## src/sv/kft_pkg.sv

```systemverilog
// shared types and constants for the keyed ordered table
package kft_pkg;

  localparam int CAPACITY = 64;
  localparam int ADDR_W   = (CAPACITY > 1) ? $clog2(CAPACITY) : 1;
  localparam int CNT_W    = $clog2(CAPACITY + 1);

  // request kinds
  localparam logic REQ_APPEND = 1'b0;
  localparam logic REQ_FIND   = 1'b1;

  // result status codes
  localparam logic STATUS_OK   = 1'b0;
  localparam logic STATUS_FULL = 1'b1;

  // one stored entry
  typedef struct packed {
    logic [7:0]  x;
    logic [7:0]  y;
    logic [15:0] value;
  } entry_t;

  // write request into the entry memory
  typedef struct packed {
    logic              en;
    logic [ADDR_W-1:0] addr;
    entry_t            data;
  } wr_req_t;

endpackage

```

## src/sv/kft_ram.sv

```systemverilog
// entry memory: one write port, one registered read port
module kft_ram
  import kft_pkg::*;
(
  input  logic              clk,
  input  wr_req_t           wr,
  input  logic [ADDR_W-1:0] rd_addr,
  output entry_t            rd_data
);

  entry_t mem [CAPACITY];

  // write port
  always_ff @(posedge clk) begin
    if (wr.en) begin
      mem[wr.addr] <= wr.data;
    end
  end

  // read port, registered
  always_ff @(posedge clk) begin
    rd_data <= mem[rd_addr];
  end

endmodule

```

## src/sv/keyed_fifo_table_find_remove_top.sv

```systemverilog
// keyed ordered table: append at tail, find oldest match and remove it
// an append goes from the input transfer straight to the result state; a find first
//   scans the entries up to the match (or the whole count on a miss), then moves
//   the entries behind the match one slot toward the head
// throughput: one request at a time; a find is paced by the single read port
//   of the entry memory walking the entries
// reset: synchronous, empties the table and drops any pending result
module keyed_fifo_table_find_remove_top
  import kft_pkg::*;
(
  input  logic        clk,
  input  logic        rst,
  input  logic        in_valid,
  output logic        in_stall,
  input  logic        req_type,
  input  logic [7:0]  coord_x,
  input  logic [7:0]  coord_y,
  input  logic [15:0] item_value,
  output logic        out_valid,
  input  logic        out_stall,
  output logic        hit,
  output logic [15:0] found_value,
  output logic [6:0]  entry_count,
  output logic        status
);

  typedef enum logic [3:0] {
    ST_IDLE  = 4'b0001,
    ST_SCAN  = 4'b0010,
    ST_SHIFT = 4'b0100,
    ST_RESP  = 4'b1000
  } state_t;

  state_t            state;
  logic [CNT_W-1:0]  occ;
  logic [CNT_W-1:0]  idx;
  logic [7:0]        key_x;
  logic [7:0]        key_y;
  logic              res_hit;
  logic [15:0]       res_value;
  logic              res_status;

  wr_req_t           wr;
  logic [ADDR_W-1:0] rd_addr;
  entry_t            rd_data;

  logic [CNT_W-1:0]  idx_p1;
  logic [CNT_W-1:0]  idx_p2;
  logic              match;
  logic              in_xfer;
  logic              out_free;

  assign idx_p1   = idx + CNT_W'(1);
  assign idx_p2   = idx + CNT_W'(2);
  assign match    = (rd_data.x == key_x) && (rd_data.y == key_y);
  assign in_stall = (state != ST_IDLE);
  assign in_xfer  = in_valid && !in_stall;
  assign out_free = !out_valid || !out_stall;

  // memory port control
  always_comb begin
    wr.en   = 1'b0;
    wr.addr = idx[ADDR_W-1:0];
    wr.data = rd_data;
    rd_addr = '0;
    unique case (state)
      ST_IDLE: begin
        wr.en   = in_xfer && (req_type == REQ_APPEND) && (occ != CNT_W'(CAPACITY));
        wr.addr = occ[ADDR_W-1:0];
        wr.data = '{x: coord_x, y: coord_y, value: item_value};
      end
      // look ahead one entry while comparing the current one
      ST_SCAN:  rd_addr = idx_p1[ADDR_W-1:0];
      // move the entry behind the gap down, fetch the next one
      ST_SHIFT: begin
        wr.en   = 1'b1;
        rd_addr = idx_p2[ADDR_W-1:0];
      end
      ST_RESP:  rd_addr = '0;
      default:  rd_addr = '0;
    endcase
  end

  kft_ram u_ram (
    .clk     (clk),
    .wr      (wr),
    .rd_addr (rd_addr),
    .rd_data (rd_data)
  );

  // sequencer
  always_ff @(posedge clk) begin
    if (rst) begin
      state     <= ST_IDLE;
      occ       <= '0;
      out_valid <= 1'b0;
    end else begin
      // result transfer done, unless a new result loads in the same cycle
      if (out_valid && !out_stall && (state != ST_RESP)) begin
        out_valid <= 1'b0;
      end
      unique case (state)
        ST_IDLE: begin
          if (in_xfer) begin
            key_x      <= coord_x;
            key_y      <= coord_y;
            res_hit    <= 1'b0;
            res_value  <= '0;
            res_status <= STATUS_OK;
            idx        <= '0;
            if (req_type == REQ_APPEND) begin
              if (occ == CNT_W'(CAPACITY)) begin
                res_status <= STATUS_FULL;
              end else begin
                occ <= occ + CNT_W'(1);
              end
              state <= ST_RESP;
            end else if (occ == '0) begin
              state <= ST_RESP;
            end else begin
              state <= ST_SCAN;
            end
          end
        end
        ST_SCAN: begin
          if (match) begin
            res_hit   <= 1'b1;
            res_value <= rd_data.value;
            if (idx_p1 == occ) begin
              occ   <= occ - CNT_W'(1);
              state <= ST_RESP;
            end else begin
              state <= ST_SHIFT;
            end
          end else if (idx_p1 == occ) begin
            state <= ST_RESP;
          end else begin
            idx <= idx_p1;
          end
        end
        ST_SHIFT: begin
          if (idx_p2 == occ) begin
            occ   <= occ - CNT_W'(1);
            state <= ST_RESP;
          end else begin
            idx <= idx_p1;
          end
        end
        ST_RESP: begin
          if (out_free) begin
            out_valid <= 1'b1;
            state     <= ST_IDLE;
          end
        end
        default: state <= ST_IDLE;
      endcase
    end
  end

  // result register
  always_ff @(posedge clk) begin
    if (state == ST_RESP && out_free) begin
      hit         <= res_hit;
      found_value <= res_value;
      entry_count <= 7'(occ);
      status      <= res_status;
    end
  end

endmodule

```

## config.mk

```make
export PLATFORM = sky130hd
export DESIGN_NAME = keyed_fifo_table_find_remove_top
export DESIGN_NICKNAME = d
export VERILOG_FILES = /design/src/sv/kft_pkg.sv /design/src/sv/kft_ram.sv /design/src/sv/keyed_fifo_table_find_remove_top.sv
export SDC_FILE = /design/constraint.sdc
export NUM_CORES = 2
export LEC_CHECK = 0
export ABC_AREA = 1
export BUFFER_PORTS_ARGS = -buffer_cell sky130_fd_sc_hd__clkbuf_2
export CAP_MARGIN = 10
export CORE_UTILIZATION = 45
export CTS_BUF_LIST = sky130_fd_sc_hd__clkbuf_4 sky130_fd_sc_hd__clkbuf_8 sky130_fd_sc_hd__clkbuf_16
export DETAILED_ROUTE_END_ITERATION = 7
export SLEW_MARGIN = 0
export SYNTH_ARGS = -nofsm -noshare
export SYNTH_HDL_FRONTEND = slang
export SYNTH_SLANG_ARGS = --single-unit
```

## constraint.sdc

```tcl
create_clock -name clk -period 7.66 [get_ports clk]
set_clock_uncertainty 0.15 [all_clocks]
set_input_delay 0.766 -clock clk [delete_from_list [all_inputs] [get_ports clk]]
set_output_delay 0.766 -clock clk [all_outputs]
set_load 0.01 [all_outputs]
```

After elaboration in Yosys (flattened, before gate mapping)
Memories as Yosys holds them, arrays and structs flattened. A register that Yosys moved wholly into a read port is not among the register bits.
Cells that the tools add are included.
- bits in registers: 78
- bits in writable memories: 2048
- bits of input ports: 37
- output and inout port bits: 27
- word-level logic and storage cells: 98
- memories kept: 1
- memories (name ; words ; bits a word ; rd ports ; clocked after Yosys merged registers in ; wr ports ; RTL line ; RTL):
    u_ram.mem ; 64 ; 32 ; 1 ; 1 ; 1 ; kft_ram.sv:11 ; entry_t mem [CAPACITY];
- add/sub/neg operators: 4
- eq/ne operators: 23
- multiplexer cells: 36
- bitwise logic cells: 2
- reduce and logical (&&, ||, !) cells: 19
- operator list (kind ; count):
    7-bit 2-to-1 mux ; 10
    7-bit one-hot mux with 3 select lines ; 2
    38-bit 2-to-1 mux ; 1
    16-bit 2-to-1 mux ; 2
    4-bit 2-to-1 mux ; 8
    16-bit one-hot mux with 2 select lines ; 1
    2-bit inequality test, second input constant ; 10
    8-bit == test ; 2
    4-bit one-hot mux with 4 select lines ; 1
    7-bit by 1-bit adder with 7-bit output, second input constant ; 2
    7-bit == test ; 2
    6-bit one-hot mux with 2 select lines ; 1
    1-bit 2-to-1 mux ; 8
    4-bit AND reduction ; 2
    7-bit by 2-bit adder with 7-bit output, second input constant ; 1
    7-bit == test, second input constant ; 1
    1-bit logical AND ; 7
    7-bit zero test ; 1
    7-bit inequality test, second input constant ; 1
    7-bit AND reduction ; 1
    7-bit by 1-bit subtractor with 7-bit output, second input constant ; 1
    6-bit AND reduction ; 1
    4-bit by 1-bit == test with 1-bit output, second input constant ; 1
    4-bit by 2-bit == test with 1-bit output, second input constant ; 1
    other kinds (12) ; 16

Logic depth before layout (Yosys ltp)
- depth after elaboration: 8
- gate-level depth with buffers: 15
- depth with buffers taken out: 14

Cells and area by module
A second synthesis with hierarchy kept.
- cells, all modules: 7296
- area total of the unflattened synthesis: 87012.2 um2
- modules (own cells, without submodules) (module ; times used ; cells each ; area an instance (um2) ; seq. area each (um2)):
    kft_ram ; 1 ; 6769 ; 82738.1 ; 62139.6
    keyed_fifo_table_find_remove_top ; 1 ; 527 ; 4274.1 ; 2222.1

Worst setup path after synthesis
OpenSTA, ideal clock, no wires.
- kind: flip-flop to flip-flop
- start: reg state[3]
- end: mem u_ram.mem[0][0] in the netlist's numbering (data pin)
- library setup time: 0.702 ns
- data arrival time: 3.618 ns
- setup slack: 3.190 ns
- cell stages (with the launch flop): 6
- buffers on the path: 1
- path through: dfxtp_1 > nor2_2 > nand3_1 > clkinv_1 > clkbuf_1 > o21ai_0
- RTL lines (what ; RTL line ; RTL):
    start, declared ; keyed_fifo_table_find_remove_top.sv:34 ; state_t state;
    start signal, assigned ; keyed_fifo_table_find_remove_top.sv:94 ; state <= ST_IDLE;
    start signal, assigned ; keyed_fifo_table_find_remove_top.sv:117 ; state <= ST_RESP;
    start signal, assigned ; keyed_fifo_table_find_remove_top.sv:119 ; state <= ST_RESP;
    end, declared ; kft_ram.sv:11 ;

Worst setup path after layout
- start: reg idx[0]
- end: reg u_ram.rd_data[19] (netlist name)
- word-level cells in the longest chain between the ends: 2
- ends and longest elaborated chain (what ; RTL line ; RTL):
    start, declared ; keyed_fifo_table_find_remove_top.sv:36 ; logic [CNT_W-1:0] idx;
    start signal, assigned ; keyed_fifo_table_find_remove_top.sv:138 ; idx <= idx_p1;
    start signal, assigned ; keyed_fifo_table_find_remove_top.sv:146 ; idx <= idx_p1;
    7-bit by 2-bit adder with 7-bit output / 7-bit by 1-bit adder with 7-bit output (equally long branches) ; keyed_fifo_table_find_remove_top.sv:54, keyed_fifo_table_find_remove_top.sv:53 ;
    6-bit one-hot mux with 2 select lines * ; keyed_fifo_table_find_remove_top.sv:66 ; unique case (state)
Every way passes the cells marked *; elsewhere a longest branch is shown, timed or not.
A chain may end at the register's enable or synchronous reset.

==> impl_summary.log <==
INFO  metric status = complete, no violations
INFO  metric drcViolationCount = 0
INFO  metric netlist_top_cells_count = 2114 x sky130_fd_sc_hd__edfxtp_1, 1884 x sky130_fd_sc_hd__nand3_1, 1538 x sky130_fd_sc_hd__nand2_1
INFO  metric r2r_start = idx[0]
INFO  metric critical-path-slowest-cell = sky130_fd_sc_hd__nand2_8
INFO  metric critical_path.n_buffers_inverters = 1
INFO  metric critical_path.max_stage_delay = 0.95 ns
INFO  metric seq_area_frac_synth = 0.6875
INFO  metric cp_delay_by_family_top = simple AND/OR/NAND/NOR gates
INFO  metric die_area = 209900 µm²
INFO  metric vias_in_the_first_global_route = 59210
INFO  metric antenna_found_initial = 9
INFO  metric gr-total-overflow = 0
INFO  metric num_vias = between 60000 and 70000
INFO  metric crit_path_frequent_cell = sky130_fd_sc_hd__nand3_1
INFO  metric critical_path.endpoint_type = register
INFO  metric cts.htree.levels = 4
INFO  metric detail-route-antenna-nets = 0
INFO  metric later_pin_clock_latency_in_the_skew_report = ~0.9 ns
INFO  metric grt_max_degree = 232
INFO  metric clk_root_buffer_cell = sky130_fd_sc_hd__clkbuf_16
INFO  metric layout.cells.non_filler = 11170
INFO  metric setup_viol_count_final = 0
INFO  metric r2r.worst_path.cells = 10
INFO  metric finalHoldViolations = 0
INFO  metric ioPinCount = 64
INFO  metric timing.hold.ws = approximately 0.08 ns
INFO  metric tritoncts = yes
INFO  metric synth_largest_type_area_fraction = 0.6781
INFO  metric leakage = 39.01 nW
INFO  metric place_ws = 2.931 ns
INFO  metric crit_arrival = 5.52 ns
INFO  metric fin_tns_setup = 0 ns
INFO  metric net-switching-power = 10.73 mW
INFO  metric async_reset_ff_frac = 0
INFO  metric initial_core_util = 0.4525
INFO  metric hpwl = 138.3 mm
INFO  metric dieHeight = 458.1 µm
INFO  metric synth.yosys.warnings = 0
INFO  metric cp_num_cells = 10
INFO  metric rsz_0062_raised_after_global_routing = false
INFO  metric timing.final.max_slew_violations = 0
INFO  metric global_route_usage_over_all_layers = 0.2491
INFO  metric synthCells = 8352
INFO  metric drt_wl_total = 264.6 mm
INFO  metric number_of_synthesized_register_bits = 2158
INFO  metric final_estimated_routing_congestion_in_global_placement = 0.8697
INFO  metric first_pass_grt_wire_length = 392.5 mm
INFO  metric number_of_buffers_inserted_by_port_buffering = 63
INFO  metric share_seq_of_total_power = 0.478
INFO  metric post_cts_setup_driven_buffer_insertion_count = 0
INFO  metric start_kind = register
INFO  metric n_fill_cell = between 15000 and 20000
INFO  metric rr_endpoint = u_ram.rd_data[19]
INFO  metric worstSetupEndpoint = u_ram.rd_data[19]
INFO  metric pwr-share-clk = 0.315
INFO  metric crit_path_start = idx[0]
INFO  metric die-width = 458.1 µm
INFO  metric footprint_of_the_multi_input_gates = 23700 µm²
INFO  metric sinks_on_the_clock_net = 2158
INFO  metric cell_taking_the_most_area_after_synthesis = sky130_fd_sc_hd__edfxtp_1
INFO  metric cts_resized = 0
INFO  metric tightestPinTransition = between 1 and 1.5 ns
INFO  metric placed_cell_count = 10730
INFO  metric final_net_count = ~8300
INFO  metric ff_latch_area = 64360 µm²
INFO  metric post-route-period-util = 0.6438
INFO  metric min_period = between 4 and 5 ns
INFO  metric detail_route.first_pass.iterations = 6
INFO  metric synth_ff_type = sky130_fd_sc_hd__edfxtp_1
INFO  metric p_per_area = ~330 nW/µm²
INFO  metric synthesis.nets = 8397
INFO  metric slew-limit-headroom = 0.1654
INFO  metric vias_per_cell = 5.613
INFO  metric worstHoldPathCells = 2
INFO  metric drive_gt1_frac = 0.08498
INFO  metric sw_frac_of_total = 0.3122
INFO  metric syn_area = 93610 µm²
INFO  metric synth.most_common_cell = sky130_fd_sc_hd__edfxtp_1
INFO  metric cp_data_required_time = 8.25 ns
INFO  metric cp_cell_sequence = nand3_4 -> nand2_8 -> buf_12 -> nand2_1 -> nand3_1 -> nand3_1 -> nand3_1 -> nand3_1 -> nand3_1 -> nand2_1
INFO  metric synth_area_per_cell = approximately 11 µm²
INFO  metric synth_edf_count = 2114
INFO  metric timing.final.ws_setup = 2.729 ns
INFO  metric clk_transition_reported_paths = 0.06 ns
INFO  metric critPathMaxFanout = between 200 and 250
INFO  metric coreArea = about 210000 µm²
INFO  metric pwr-share-comb = 0.207
INFO  metric cts-root-to-sink-buffers = 3
INFO  metric synth.top_cells.by_area = sky130_fd_sc_hd__edfxtp_1 68%, sky130_fd_sc_hd__nand3_1 10%, sky130_fd_sc_hd__nand2_1 6.2%
INFO  metric fp-row-count = about 170
INFO  metric numCtsBuffers = 219
INFO  metric worstHoldPathType = primary input to register
INFO  metric internal_pwr_total = 23.63 mW
INFO  metric drt_iter0_markers = between 7000 and 8000
INFO  metric max-vdd-ir-drop = 0.4203 mV
INFO  metric wl_per_cell = between 20 and 25 µm
INFO  metric drv_cap = 0
INFO  metric reg2reg_slack = between 2 and 3 ns
INFO  metric timing.setup.critical_path_class = register to register
INFO  metric syn_to_final_growth = 12.13%
INFO  metric max_clock_freq = slightly above 200 MHz
INFO  metric synth_cell_type_count = 32
[layer usage]
metal / GRT usage / wire (µm) / vias up
li1: - / - / 28580
met1: 0.3576 / 113700 / 31020
met2: 0.3979 / 124300 / 2725
met3: 0.03598 / 21380 / 344
met4: 0.06298 / 5212 / 2
met5: 0 / 13 / -
[power groups by stage]
stage               Sequential, mW  Combinational (mW)  Clock [mW]
floorplan                     16.9                3.50           0
global placement              16.7                6.86           0
detailed placement            16.7                7.01           0
CTS                           16.4                7.03        11.0
global route                  16.4                7.60        11.4
finish                        16.4                7.10        10.8
[cells by family (layout without fill, tap and decap cells)]
logic type,Yosys count,count (layout),synth area share
and+or+nand+nor,4343,4343,0.2309
DFF,2158,2158,0.6875
buffers and inverters,1640,1749,0.06821
AOI/OAI and AO/OA,180,180,0.01004
xor gates and xnor gates,23,23,0.002152
adders and majority gates,8,8,0.001149
other,0,1,0
[worst min path at each step]
stage	start	to
after floorplan	res_value[0]	found_value[0]
after global placement	res_value[11]	found_value[11]
after detailed placement	res_value[4]	found_value[4]
after CTS	req_type	res_status
after global routing	req_type	res_status
final	req_type	res_status
[layout by cell type (no fill, tap or decap), types with 19 or more instances in the layout]
master,n
sky130_fd_sc_hd__nor2_1,61
sky130_fd_sc_hd__dlygate4sd3_1,19
sky130_fd_sc_hd__buf_12,27
sky130_fd_sc_hd__clkbuf_16,220
sky130_fd_sc_hd__nand3_1,1884
sky130_fd_sc_hd__clkbuf_2,63
sky130_fd_sc_hd__clkinv_2,34
sky130_fd_sc_hd__nand2_1,1525
sky130_fd_sc_hd__buf_4,135
sky130_fd_sc_hd__nand3b_1,768
sky130_fd_sc_hd__clkbuf_4,61
sky130_fd_sc_hd__o21ai_0,135
sky130_fd_sc_hd__nor2_4,64
sky130_fd_sc_hd__inv_1,1086
sky130_fd_sc_hd__o21ai_4,19
sky130_fd_sc_hd__clkinv_1,40
sky130_fd_sc_hd__dfxtp_1,44
sky130_fd_sc_hd__xor2_1,21
sky130_fd_sc_hd__edfxtp_1,2114
[sequential cells by signal (all words and copies together) (netlist names)]
signal	flops
u_ram.rd_data	32
status	1
state	4
u_ram.mem	2048
hit	1
key_y	8
entry_count	7
res_value	16
found_value	16
out_valid	1
idx	7
key_x	8
res_hit	1
occ	7
res_status	1
[metrics by stage]
stage / power (mW) / util / area (µm²)
detailed placement: 23.67 / 0.4709 / 97420
CTS: 34.40 / 0.5073 / 104900
finish: 34.35 / 0.5074 / 105000
global route: 35.44 / 0.5074 / 105000
floorplan: 20.35 / - / 93610
global placement: 23.52 / 0.4709 / 97420
[repair_timing]
| item | 4_1_cts | 5_1_grt |
|---|---|---|
| setup endpoints to repair | 0 | 0 |
| endpoints found under the hold margin | 19 | 0 |
| hold buffers | 19 | 0 |
[layout make-up]
| type | count | share of cell area |
|---|---|---|
| Antenna cell | 1 | 0.00002384 |
| Tap cell | 2704 | 0.03223 |
| Clock buffer | 292 | 0.05825 |
| Multi-Input combinational cell | 4554 | 0.2257 |
| Timing Repair Buffer | 244 | 0.01962 |
| Inverter | 1094 | 0.03932 |
| Clock inverter | 119 | 0.01166 |
| Sequential cell | 2158 | 0.6132 |
Note: power is estimated with default switching activity, not from simulation.
